<file path="config.mk">
export PLATFORM = sky130hd
export DESIGN_NAME = slotted_wheel_period_speed_unit
export DESIGN_NICKNAME = d
export VERILOG_FILES = /design/src/rtl/swps_pkg.sv /design/src/rtl/slotted_wheel_period_speed_unit.sv /design/src/rtl/swps_front.sv /design/src/rtl/swps_queue.sv /design/src/rtl/swps_back.sv
export SDC_FILE = /design/constraint.sdc
export NUM_CORES = 1
export LEC_CHECK = 0
export BUFFER_PORTS_ARGS = -buffer_cell sky130_fd_sc_hd__buf_2
export CORE_MARGIN = 2
export CORE_UTILIZATION = 39
export DETAILED_ROUTE_END_ITERATION = 16
export SKIP_CTS_REPAIR_TIMING = 1
export SLEW_MARGIN = 20
export SYNTH_ARGS = -nofsm -noshare
export SYNTH_HDL_FRONTEND = slang
export SYNTH_SLANG_ARGS = --single-unit
</file>
<file path="constraint.sdc">
create_clock -name clk -period 20.5 [get_ports clk]
set_input_delay 3.075 -clock clk [delete_from_list [all_inputs] [get_ports clk]]
set_output_delay 3.075 -clock clk [all_outputs]
set_load 0.01 [all_outputs]
</file>
<file path="src/rtl/swps_pkg.sv">
package swps_pkg;

	localparam int unsigned MIN_W      = 32;
	localparam int unsigned SCALE_W    = 40;
	localparam int unsigned SPEED_W    = 32;
	localparam int unsigned DIR_W      = 2;
	localparam int unsigned CFG_IDX_W  = 2;
	localparam int unsigned CFG_DATA_W = SCALE_W;

	localparam logic [CFG_IDX_W-1:0] CFG_MIN_INTERVAL = 2'd0;
	localparam logic [CFG_IDX_W-1:0] CFG_SCALE_HIGH   = 2'd1;
	localparam logic [CFG_IDX_W-1:0] CFG_SCALE_LOW    = 2'd2;

	localparam logic [MIN_W-1:0]   MIN_INTERVAL_RST = 32'd25000;
	localparam logic [SCALE_W-1:0] SCALE_HIGH_RST   = 40'd63727125260;
	localparam logic [SCALE_W-1:0] SCALE_LOW_RST    = 40'd39216692468;

	localparam logic [DIR_W-1:0] DIR_STOP = 2'd0;
	localparam logic [DIR_W-1:0] DIR_FWD  = 2'd1;
	localparam logic [DIR_W-1:0] DIR_REV  = 2'd2;

	localparam logic [SPEED_W-1:0] SPEED_MAX = 32'h7FFF_FFFF;

	// one quotient bit per cycle
	localparam int unsigned          DIV_CNT_W = $clog2(SCALE_W);
	localparam logic [DIV_CNT_W-1:0] DIV_LAST  = DIV_CNT_W'(SCALE_W - 1);

	// control handed from the divider to the job queue
	typedef struct packed {
		logic valid;
		logic take;
	} swps_qctl_t;

endpackage

</file>
<file path="src/rtl/slotted_wheel_period_speed_unit.sv">
// An accepted event's speed result passes through the job take from the queue,
// 40 restoring divide steps of one quotient bit each, and the result load.
// The bit-serial divider works on one qualifying event at a time; a two-entry job
// queue absorbs bursts, and events are accepted while the queue is not full.
// Reset (arst_n low, asynchronous): registers return to their defaults, the stored
// stamp and level clear, queue and output register empty.
module slotted_wheel_period_speed_unit #(
	parameter int unsigned STAMP_WIDTH = 48
) (
	input  logic                                clk,
	input  logic                                arst_n,
	input  logic                                cfg_we,
	input  logic [swps_pkg::CFG_IDX_W-1:0]      cfg_index,
	input  logic [swps_pkg::CFG_DATA_W-1:0]     cfg_data,
	input  logic                                push,
	output logic                                full,
	input  logic [STAMP_WIDTH-1:0]              timestamp,
	input  logic                                level,
	input  logic [swps_pkg::DIR_W-1:0]          motor_dir,
	output logic                                empty,
	input  logic                                pop,
	output logic signed [swps_pkg::SPEED_W-1:0] speed
);
	import swps_pkg::*;

	localparam int unsigned JOB_W = STAMP_WIDTH + SCALE_W + DIR_W;

	logic             accept;
	logic             job_push;
	logic [JOB_W-1:0] job_wdata;
	logic             job_valid;
	logic [JOB_W-1:0] job_rdata;
	swps_qctl_t       qctl;

	assign accept = push && !full;

	swps_front #(
		.STAMP_WIDTH(STAMP_WIDTH),
		.JOB_W      (JOB_W)
	) u_front (
		.clk      (clk),
		.arst_n   (arst_n),
		.cfg_we   (cfg_we),
		.cfg_index(cfg_index),
		.cfg_data (cfg_data),
		.accept   (accept),
		.timestamp(timestamp),
		.level    (level),
		.motor_dir(motor_dir),
		.job_push (job_push),
		.job_data (job_wdata)
	);

	swps_queue #(
		.JOB_W(JOB_W)
	) u_queue (
		.clk     (clk),
		.arst_n  (arst_n),
		.wr_en   (job_push),
		.wr_data (job_wdata),
		.full    (full),
		.ctl     (qctl),
		.rd_valid(job_valid),
		.rd_data (job_rdata)
	);

	swps_back #(
		.STAMP_WIDTH(STAMP_WIDTH),
		.JOB_W      (JOB_W)
	) u_back (
		.clk      (clk),
		.arst_n   (arst_n),
		.job_valid(job_valid),
		.job_data (job_rdata),
		.qctl     (qctl),
		.pop      (pop),
		.empty    (empty),
		.speed    (speed)
	);

endmodule

</file>
<file path="src/rtl/swps_front.sv">
module swps_front #(
	parameter int unsigned STAMP_WIDTH = 48,
	parameter int unsigned JOB_W       = STAMP_WIDTH + 40 + 2
) (
	input  logic                                   clk,
	input  logic                                   arst_n,
	input  logic                                   cfg_we,
	input  logic [swps_pkg::CFG_IDX_W-1:0]         cfg_index,
	input  logic [swps_pkg::CFG_DATA_W-1:0]        cfg_data,
	input  logic                                   accept,
	input  logic [STAMP_WIDTH-1:0]                 timestamp,
	input  logic                                   level,
	input  logic [swps_pkg::DIR_W-1:0]             motor_dir,
	output logic                                   job_push,
	output logic [JOB_W-1:0]                       job_data
);
	import swps_pkg::*;

	localparam int unsigned CMP_W = (STAMP_WIDTH > MIN_W) ? STAMP_WIDTH : MIN_W;

	logic [MIN_W-1:0]       min_interval_q;
	logic [SCALE_W-1:0]     scale_high_q;
	logic [SCALE_W-1:0]     scale_low_q;
	logic [STAMP_WIDTH-1:0] prev_stamp_q;
	logic                   prev_level_q;

	logic [STAMP_WIDTH-1:0] interval;
	logic                   long_enough;
	logic [SCALE_W-1:0]     scale;

	always_ff @(posedge clk or negedge arst_n) begin
		if (!arst_n) begin
			min_interval_q <= MIN_INTERVAL_RST;
			scale_high_q   <= SCALE_HIGH_RST;
			scale_low_q    <= SCALE_LOW_RST;
		end else if (cfg_we) begin
			case (cfg_index)
				CFG_MIN_INTERVAL: min_interval_q <= cfg_data[MIN_W-1:0];
				CFG_SCALE_HIGH:   scale_high_q   <= cfg_data[SCALE_W-1:0];
				CFG_SCALE_LOW:    scale_low_q    <= cfg_data[SCALE_W-1:0];
				default:          ;
			endcase
		end
	end

	// wraps modulo the stamp width
	assign interval    = timestamp - prev_stamp_q;
	assign long_enough = CMP_W'(interval) > CMP_W'(min_interval_q);
	assign scale       = level ? scale_high_q : scale_low_q;

	assign job_push = accept && long_enough && (level != prev_level_q);
	assign job_data = {motor_dir, scale, interval};

	always_ff @(posedge clk or negedge arst_n) begin
		if (!arst_n) begin
			prev_stamp_q <= '0;
			prev_level_q <= 1'b0;
		end else if (accept) begin
			prev_stamp_q <= timestamp;
			prev_level_q <= level;
		end
	end

endmodule

</file>
<file path="src/rtl/swps_queue.sv">
module swps_queue #(
	parameter int unsigned JOB_W = 90
) (
	input  logic                  clk,
	input  logic                  arst_n,
	input  logic                  wr_en,
	input  logic [JOB_W-1:0]      wr_data,
	output logic                  full,
	input  swps_pkg::swps_qctl_t  ctl,
	output logic                  rd_valid,
	output logic [JOB_W-1:0]      rd_data
);
	import swps_pkg::*;

	// two entries, so one-bit pointers
	logic [JOB_W-1:0] mem_q [2];
	logic             wr_ptr_q;
	logic             rd_ptr_q;
	logic [1:0]       count_q;
	logic             do_rd;

	assign full     = count_q == 2'd2;
	assign rd_valid = count_q != 2'd0;
	assign rd_data  = mem_q[rd_ptr_q];
	assign do_rd    = ctl.take && ctl.valid;

	always_ff @(posedge clk) begin
		if (wr_en) begin
			mem_q[wr_ptr_q] <= wr_data;
		end
	end

	always_ff @(posedge clk or negedge arst_n) begin
		if (!arst_n) begin
			wr_ptr_q <= 1'b0;
			rd_ptr_q <= 1'b0;
			count_q  <= 2'd0;
		end else begin
			if (wr_en) begin
				wr_ptr_q <= ~wr_ptr_q;
			end
			if (do_rd) begin
				rd_ptr_q <= ~rd_ptr_q;
			end
			case ({wr_en, do_rd})
				2'b10:   count_q <= count_q + 2'd1;
				2'b01:   count_q <= count_q - 2'd1;
				default: ;
			endcase
		end
	end

endmodule

</file>
<file path="src/rtl/swps_back.sv">
module swps_back #(
	parameter int unsigned STAMP_WIDTH = 48,
	parameter int unsigned JOB_W       = STAMP_WIDTH + 40 + 2
) (
	input  logic                                clk,
	input  logic                                arst_n,
	input  logic                                job_valid,
	input  logic [JOB_W-1:0]                    job_data,
	output swps_pkg::swps_qctl_t                qctl,
	input  logic                                pop,
	output logic                                empty,
	output logic signed [swps_pkg::SPEED_W-1:0] speed
);
	import swps_pkg::*;

	typedef enum logic [1:0] {
		S_IDLE,
		S_DIV,
		S_HOLD
	} state_t;

	state_t                 state_q;
	logic [STAMP_WIDTH-1:0] divisor_q;
	logic [STAMP_WIDTH-1:0] rem_q;
	logic [SCALE_W-1:0]     quo_q;
	logic [DIV_CNT_W-1:0]   cnt_q;
	logic [DIR_W-1:0]       dir_q;
	logic                   out_valid_q;
	logic [SPEED_W-1:0]     speed_q;

	logic [STAMP_WIDTH:0]   trial;
	logic                   ge;
	logic [STAMP_WIDTH:0]   diff;
	logic [SPEED_W-1:0]     mag;
	logic [SPEED_W-1:0]     signed_speed;
	logic                   load_out;

	// restoring divide step: shift the next dividend bit into the remainder
	assign trial = {rem_q, quo_q[SCALE_W-1]};
	assign ge    = trial >= {1'b0, divisor_q};
	assign diff  = trial - {1'b0, divisor_q};

	always_comb begin
		mag = (|quo_q[SCALE_W-1:SPEED_W-1]) ? SPEED_MAX : quo_q[SPEED_W-1:0];
		case (dir_q)
			DIR_STOP: signed_speed = '0;
			DIR_REV:  signed_speed = '0 - mag;
			default:  signed_speed = mag;
		endcase
	end

	assign load_out   = (state_q == S_HOLD) && (!out_valid_q || pop);
	assign qctl.valid = job_valid;
	assign qctl.take  = (state_q == S_IDLE) && job_valid;

	always_ff @(posedge clk or negedge arst_n) begin
		if (!arst_n) begin
			state_q     <= S_IDLE;
			divisor_q   <= '0;
			rem_q       <= '0;
			quo_q       <= '0;
			cnt_q       <= '0;
			dir_q       <= DIR_STOP;
			out_valid_q <= 1'b0;
			speed_q     <= '0;
		end else begin
			if (load_out) begin
				out_valid_q <= 1'b1;
			end else if (pop && out_valid_q) begin
				out_valid_q <= 1'b0;
			end
			case (state_q)
				S_IDLE: begin
					if (job_valid) begin
						divisor_q <= job_data[STAMP_WIDTH-1:0];
						quo_q     <= job_data[STAMP_WIDTH +: SCALE_W];
						dir_q     <= job_data[STAMP_WIDTH + SCALE_W +: DIR_W];
						rem_q     <= '0;
						cnt_q     <= '0;
						state_q   <= S_DIV;
					end
				end
				S_DIV: begin
					rem_q <= ge ? diff[STAMP_WIDTH-1:0] : trial[STAMP_WIDTH-1:0];
					quo_q <= {quo_q[SCALE_W-2:0], ge};
					if (cnt_q == DIV_LAST) begin
						state_q <= S_HOLD;
					end else begin
						cnt_q <= cnt_q + DIV_CNT_W'(1);
					end
				end
				S_HOLD: begin
					// wait for the output register to free up
					if (load_out) begin
						speed_q <= signed_speed;
						state_q <= S_IDLE;
					end
				end
				default: state_q <= S_IDLE;
			endcase
		end
	end

	assign empty = !out_valid_q;
	assign speed = signed'(speed_q);

endmodule

</file>
==> results of run 1 <==
## layout by cell type, fill, tap and decap left out, types with 6 or more instances in the layout
cell type and n:
nor3_1 37, clkinv_1 8, nand2_1 188, o21a_1 20, clkbuf_16 55, nor2b_1 10
buf_4 19, o211ai_1 22, xor2_1 43, dfrtp_1 298, nand3b_1 7, buf_2 130
ha_1 130, o21bai_1 18, o21ai_0 223, and2_1 9, a21o_1 56, inv_1 166
nand3_1 77, nand4_1 34, or3_1 6, a22o_1 9, mux2_2 176, edfxtp_1 180
nor2_1 177, nand2b_1 12, a21oi_1 160, nor4_1 17, mux2i_1 112, clkinv_2 9
bufinv_16 11, dfstp_2 45, o31ai_1 8, xnor2_1 52, a31oi_1 16, clkbuf_1 10
a221o_1 39, a211oi_1 14, and3_1 13
## power breakdown
part | switching (W) | total (W) | leakage, nW | internal (W)
Clock | 0.000431 | 0.00107 | 0.944 | 0.000639
Combinational | 0.00140 | 0.00234 | 6.73 | 0.000939
Sequential | 0.000215 | 0.00170 | 5.80 | 0.00149
## worst max path at each step
stage,from,to,slack (ns),cells after the start
2_1_floorplan,timestamp[0],u_queue.mem_q[0][0]$_DFFE_PP_,9.54,25
3_3_place_gp,timestamp[0],u_queue.mem_q[0][50]$_DFFE_PP_,11.10,27
3_5_place_dp,timestamp[0],u_queue.mem_q[0][49]$_DFFE_PP_,10.94,27
4_1_cts,timestamp[0],u_queue.mem_q[0][85]$_DFFE_PP_,11.59,27
5_1_grt,timestamp[0],u_queue.mem_q[0][81]$_DFFE_PP_,11.14,27
6_report,timestamp[0],u_queue.mem_q[0][89]$_DFFE_PP_,11.58,27
## cell families (layout without fill, tap and decap cells)
logic type               count (synthesis)  in the layout  share of synthesized area
AO/OA/AOI/OAI                          657            657                      0.152
XOR/XNOR                                95             95                     0.0300
buffers and inverters                  293            420                     0.0408
multiplexers                           288            288                      0.112
AND/OR/NAND/NOR                        606            606                     0.0991
adder cells (fa/ha/maj)                132            132                     0.0600
flip-flops                             524            524                      0.507
## cell usage after synthesis (all sizes together) (37+ instances only)
| library cell | n |
|---|---|
| dfstp | 45 |
| nor2 | 180 |
| o21ai | 232 |
| nand3 | 78 |
| a221o | 39 |
| dfrtp | 299 |
| nand2 | 188 |
| xor2 | 43 |
| clkbuf | 94 |
| xnor2 | 52 |
| a21o | 57 |
| mux2 | 176 |
| edfxtp | 180 |
| ha | 130 |
| inv | 166 |
| nor3 | 37 |
| mux2i | 112 |
| a21oi | 163 |
## layout make-up
cell class / count / area share
multi-input combinational: 1778 / 0.404
inverter: 166 / 0.0199
clock inverter: 37 / 0.0168
clock buffer: 66 / 0.0456
tap: 940 / 0.0376
sequential: 524 / 0.450
timing repair buffer: 151 / 0.0265
## flip-flops by register name (all words and copies together) (netlist names)
signal	count
u_back.quo_q	40
u_back.state_q	2
u_front.scale_low_q	40
u_queue.wr_ptr_q	1
u_back.out_valid_q	1
u_back.dir_q	2
u_front.prev_stamp_q	48
u_front.scale_high_q	40
u_back.speed	32
u_queue.mem_q	180
u_back.cnt_q	6
u_back.rem_q	48
u_front.min_interval_q	32
u_queue.count_q	2
u_front.prev_level_q	1
u_back.divisor_q	48
u_queue.rd_ptr_q	1
## routing by layer
metal  share of wire  wire, um  up-vias  global-route usage
li1                -         -     9551                   -
met4           0.029      1970        6              0.0577
met5         0.00052        35        -                   0
met1            0.47     31500     9587               0.254
met3           0.041      2800      104              0.0268
met2            0.46     31300      399               0.293
## through the flow
stage               utilization  worst slack [ns]  std cells  hold WS (ns)
detailed placement        0.417             10.94       3559         0.461
global route              0.445             11.14       3662         0.500
finish                    0.445             11.58       3662         0.471
floorplan                     -              9.54       2595         0.450
CTS                       0.445             11.59       3662         0.475
global placement          0.417             11.10       3559         0.460
==> run metrics, run 1 <==
Sink Count=524; Fin Clk Skew=around 0.013 ns; biggest cell delay along the critical path=0.80 ns; EDFF count, synth=180; largest cells by area after synthesis=dfrtp_1 (27%), edfxtp_1 (19%), mux2_2 (7.1%), ha_1 (5.9%), dfstp_2 (4.3%); Post-Layout Inst Area=31300 um^2; Die Wd=271 um; Tot GR Track Use=0.183; P&R area growth vs syn=12.6%; WP data required=20.74 ns; initial antenna violation count=4; fillcell total=6571; final setup vio count=0; dpl hpwl=48800 um; hold path startpoint=u_back.speed[1]$_DFFE_PN0P_; vias post-DR=slightly below 20000; Die Height=271 um; Yosys warning count=0; Async S/R FF share, synth=0.656; io pins=132; R2R setup slack=13.85 ns; critical path's top delay family=simple AND/OR/NAND/NOR gates; Routed WL=67600 um; number of global-route vias before repair=19300; clock-pin slew on the worst setup and hold paths=around 0.060 ns; slowest cell on the critical path=buf_4; total power=just over 0.005 W; post-synthesis register bit count=around 520; Hold WC Path Type=reg2reg; global-route wire length before repair=108000 um; RSZ-0062 raised after global routing=no; Achievable Freq=0.112 GHz; syn nets=2825; area of the multi-input gates=12600 um^2; die area=around 73000 um^2; Leak=about 13 nW; Hold Path Sink=u_back.speed[1]$_DFFE_PN0P_; Clock Latency Late Sink=roughly 0.62 ns; reg2reg start=u_front.prev_stamp_q[0]$_DFFE_PN0P_; CP Launch Type=input pin; power per cell area=between 150 and 200 nW/um^2; maximum root-to-sink buffer count=3; Worst R2R End=u_queue.mem_q[0][89]$_DFFE_PP_; TNS Setup=0 ns; Core Region=70300 um^2; worst-path fanout max=60; Syn Inst Count=2595; CP Capture Type=flip-flop; Yosys cell types=76; Cell Area, Placed=29300 um^2; IR drop worst, VDD=0.0000827 V; nets=2906; gr ovfl total=0; number of diodes=0; R2R depth=25; H-tree depth=2; Starting Density=0.395; dominant cell type by area after synthesis=dfrtp_1; WHS Path Cells=1; endpoints failing hold=0; drt initial violations=1418; CP bufs+invs=4; CTS tree=yes; post-DR wirelength/cell=18.5 um; row count=97; Initial DRT Pass Iterations=5; proportion of layout cells with a drive suffix above 1=0.182; Slew headroom=0.345; share of the synthesized area in the top cell type=0.269; status=complete, no violations; Top FF cell, synth=dfrtp_1; largest net degree at the start of global routing=192; WP data arrival=between 9 and 10 ns; RePlAce Congestion=0.883; DRC violations left=0; fin crit share=0.435; register area share after synthesis=0.507; Avg Cell Area, Syn=10.7 um^2; Num CTS Buffers=55; drt via density=5.37; Reg area=between 10000 and 15000 um^2; Post-Syn Area=27800 um^2; CP Class=in2reg; max cap viols=0; root buf cell=clkbuf_16; input/output buffers=131; Final ANT Viol Nets=0; worst slew pin tran=between 0.9 and 1 ns; Final Max Tran Viols=0; fin crit period=just under 9 ns
No activity file was read; power rests on OpenSTA's default activity.
==> run 2, diff against run 1 <==
==> constraint.sdc (replaced) <==
create_clock -name clk -period 8.7 [get_ports clk]
set_input_delay 1.305 -clock clk [delete_from_list [all_inputs] [get_ports clk]]
set_output_delay 1.305 -clock clk [all_outputs]
set_load 0.01 [all_outputs]
==> run 2 against run 1 <==
Net effect:
- flip-flop and latch count unchanged
- highest routed layer unchanged
- final cell count about the same
- final area is 0.21% higher
- critical path type unchanged
- worst hold slack worse by 0.0017 ns
- critical path depth shrank 1
==> run metrics, run 2 (synthesis results as in run 1) <==
biggest cell delay along the critical path=0.50 ns (was 0.80 ns); Fin Clk Skew=0.0197 ns (was 0.0134 ns); fin crit share=0.748; drt initial violations=1210 (was 1418); nets=2907 (was 2906); Int Power=0.00720 W (was 0.00307 W); H-tree depth=2 (unchanged); R2R setup slack=2.71 ns (was 13.85 ns); Core Region=70300 um^2 (unchanged); Leak=13.5 nW (about the same); Sink Count=524 (unchanged); drt via density=5.38 (was 5.37); Initial DRT Pass Iterations=6 (was 5); Final Max Tran Viols=0 (unchanged); Hold Path Sink=u_back.speed[1]$_DFFE_PN0P_ (unchanged); final setup vio count=0 (unchanged); Achievable Freq=0.154 GHz; slowest cell on the critical path=nor4_1 (was buf_4); root buf cell=clkbuf_16 (unchanged); Worst Setup Slack post-DPL=1.57 ns (was 10.94 ns); die area=73300 um^2 (unchanged); dpl hpwl=48800 um (about the same); power per cell area=385 nW/um^2 (was 164 nW/um^2); critical path's top delay family=compound AO/OA/AOI/OAI gates (was simple AND/OR/NAND/NOR gates); endpoints failing hold=0 (unchanged); input/output buffers=131 (unchanged); Levels on crit path=26 (was 27); TNS Setup=0 ns (unchanged); fin crit period=6.51 ns; reg2reg start=u_front.prev_stamp_q[0]$_DFFE_PN0P_ (unchanged); Worst R2R End=u_queue.mem_q[0][63]$_DFFE_PP_ (was u_queue.mem_q[0][89]$_DFFE_PP_); Die Height=271 um (unchanged); worst slew pin tran=0.945 ns (was 0.982 ns); Num CTS Buffers=55 (unchanged); io pins=132 (unchanged); P&R area growth vs syn=12.9% (was 12.6%); Comb power frac=0.460 (was 0.458); global-route wire length before repair=108000 um (about the same); worst-path fanout max=65 (was 60); vias post-DR=19700 (was 19600); gr ovfl total=0 (unchanged); maximum root-to-sink buffer count=3 (unchanged); IR drop worst, VDD=0.000186 V (was 0.0000827 V); CP Capture Type=flip-flop (unchanged); sequential power share=0.332 (was 0.333); area of the multi-input gates=12600 um^2 (unchanged); CP bufs+invs=4 (unchanged); number of global-route vias before repair=19500 (was 19300); most frequent cells in the layout=dfrtp_1 (298), o21ai_0 (223), nand2_1 (188) (unchanged); DRC violations left=0 (unchanged); row count=97 (unchanged); max reg flops=180 (unchanged); placed cell count=3560 (was 3559); Setup WS post-layout=2.19 ns (was 11.58 ns); Reg area=14100 um^2 (unchanged); clock-pin slew on the worst setup and hold paths=0.06 ns (about the same); CTS tree=yes (unchanged); post-route non-filler standard cell count=3665 (was 3662); initial antenna violation count=6 (was 4); hold path startpoint=u_back.speed[1]$_DFFE_PN0P_ (unchanged); Tot GR Track Use=0.183 (about the same); total power=0.0121 W (was 0.00511 W); Psw=0.00486 W (was 0.00205 W); post-DR wirelength/cell=18.6 um (was 18.5 um); largest net degree at the start of global routing=192 (unchanged); Clock Power Share=0.208 (was 0.209); Die Wd=271 um (unchanged); WP data arrival=6.82 ns (was 9.15 ns); CP Launch Type=input pin (unchanged); Routed WL=68100 um (was 67600 um); proportion of layout cells with a drive suffix above 1=0.187 (was 0.182); Starting Density=0.395 (unchanged); RePlAce Congestion=0.890 (was 0.883); RSZ-0062 raised after global routing=no (unchanged); CP Class=in2reg (unchanged); hold_ws=0.469 ns (was 0.471 ns); max cap viols=0 (unchanged); WP data required=9.01 ns (was 20.74 ns); Slew headroom=0.370 (was 0.345); Hold WC Path Type=reg2reg (unchanged); fillcell total=6479 (was 6571); Switching Fraction=0.403 (was 0.401); Top reg by flops=u_queue.mem_q (unchanged); R2R depth=24 (was 25); WHS Path Cells=1 (unchanged); most common cell after layout, fill and taps aside=dfrtp_1 (unchanged); status=complete, no violations (unchanged); Clock Latency Late Sink=0.63 ns (was 0.62 ns); Final ANT Viol Nets=0 (unchanged)
[run 2: cell types whose count changed in the layout (fill, tap and decap cells not counted), sizes merged]
cell      change
buf           +1
bufinv        -3
clkinv        -2
clkinvlp      +4
diode         +2
inv           +1
[run 2: cell type report]
class / count / area share
flip-flops and latches: 524 / 0.449
well taps: 940 / 0.0375
clock inverters: 37 / 0.0150
multi-input cells: 1778 / 0.403
inverters: 166 / 0.0199
clock buffers: 66 / 0.0478
diodes: 2 / 0.000160
repair buffers: 152 / 0.0279
[run 2: power groups by stage]
stage | clock (W) | combinational [W] | sequential [W]
6_report | 0.00251 | 0.00554 | 0.00400
2_1_floorplan | 0 | 0.00423 | 0.00385
5_1_grt | 0.00268 | 0.00619 | 0.00410
4_1_cts | 0.00257 | 0.00553 | 0.00400
3_3_place_gp | 0 | 0.00536 | 0.00402
3_5_place_dp | 0 | 0.00550 | 0.00405
[run 2: worst max path at each step]
stage,start,to
detailed placement,timestamp[0],u_queue.mem_q[0][56]$_DFFE_PP_
global placement,timestamp[0],u_queue.mem_q[1][84]$_DFFE_PP_
finish,timestamp[0],u_queue.mem_q[0][63]$_DFFE_PP_
CTS,timestamp[0],u_queue.mem_q[0][0]$_DFFE_PP_
global route,timestamp[0],u_queue.mem_q[0][60]$_DFFE_PP_
floorplan,timestamp[0],u_queue.mem_q[0][0]$_DFFE_PP_
[run 2: layer usage]
metal / GRT usage / vias to the layer above / wire length, um
met2: 0.294 / 405 / 31400
met5: 0 / - / 51
met4: 0.0583 / 6 / 1980
met1: 0.255 / 9624 / 32000
li1: - / 9560 / -
met3: 0.0257 / 110 / 2660
[run 2: through the flow]
step | area (um^2) | util
finish | 31300 | 0.446
detailed placement | 29400 | 0.418
global route | 31300 | 0.446
CTS | 31300 | 0.446
floorplan | 27800 | -
global placement | 29400 | 0.418
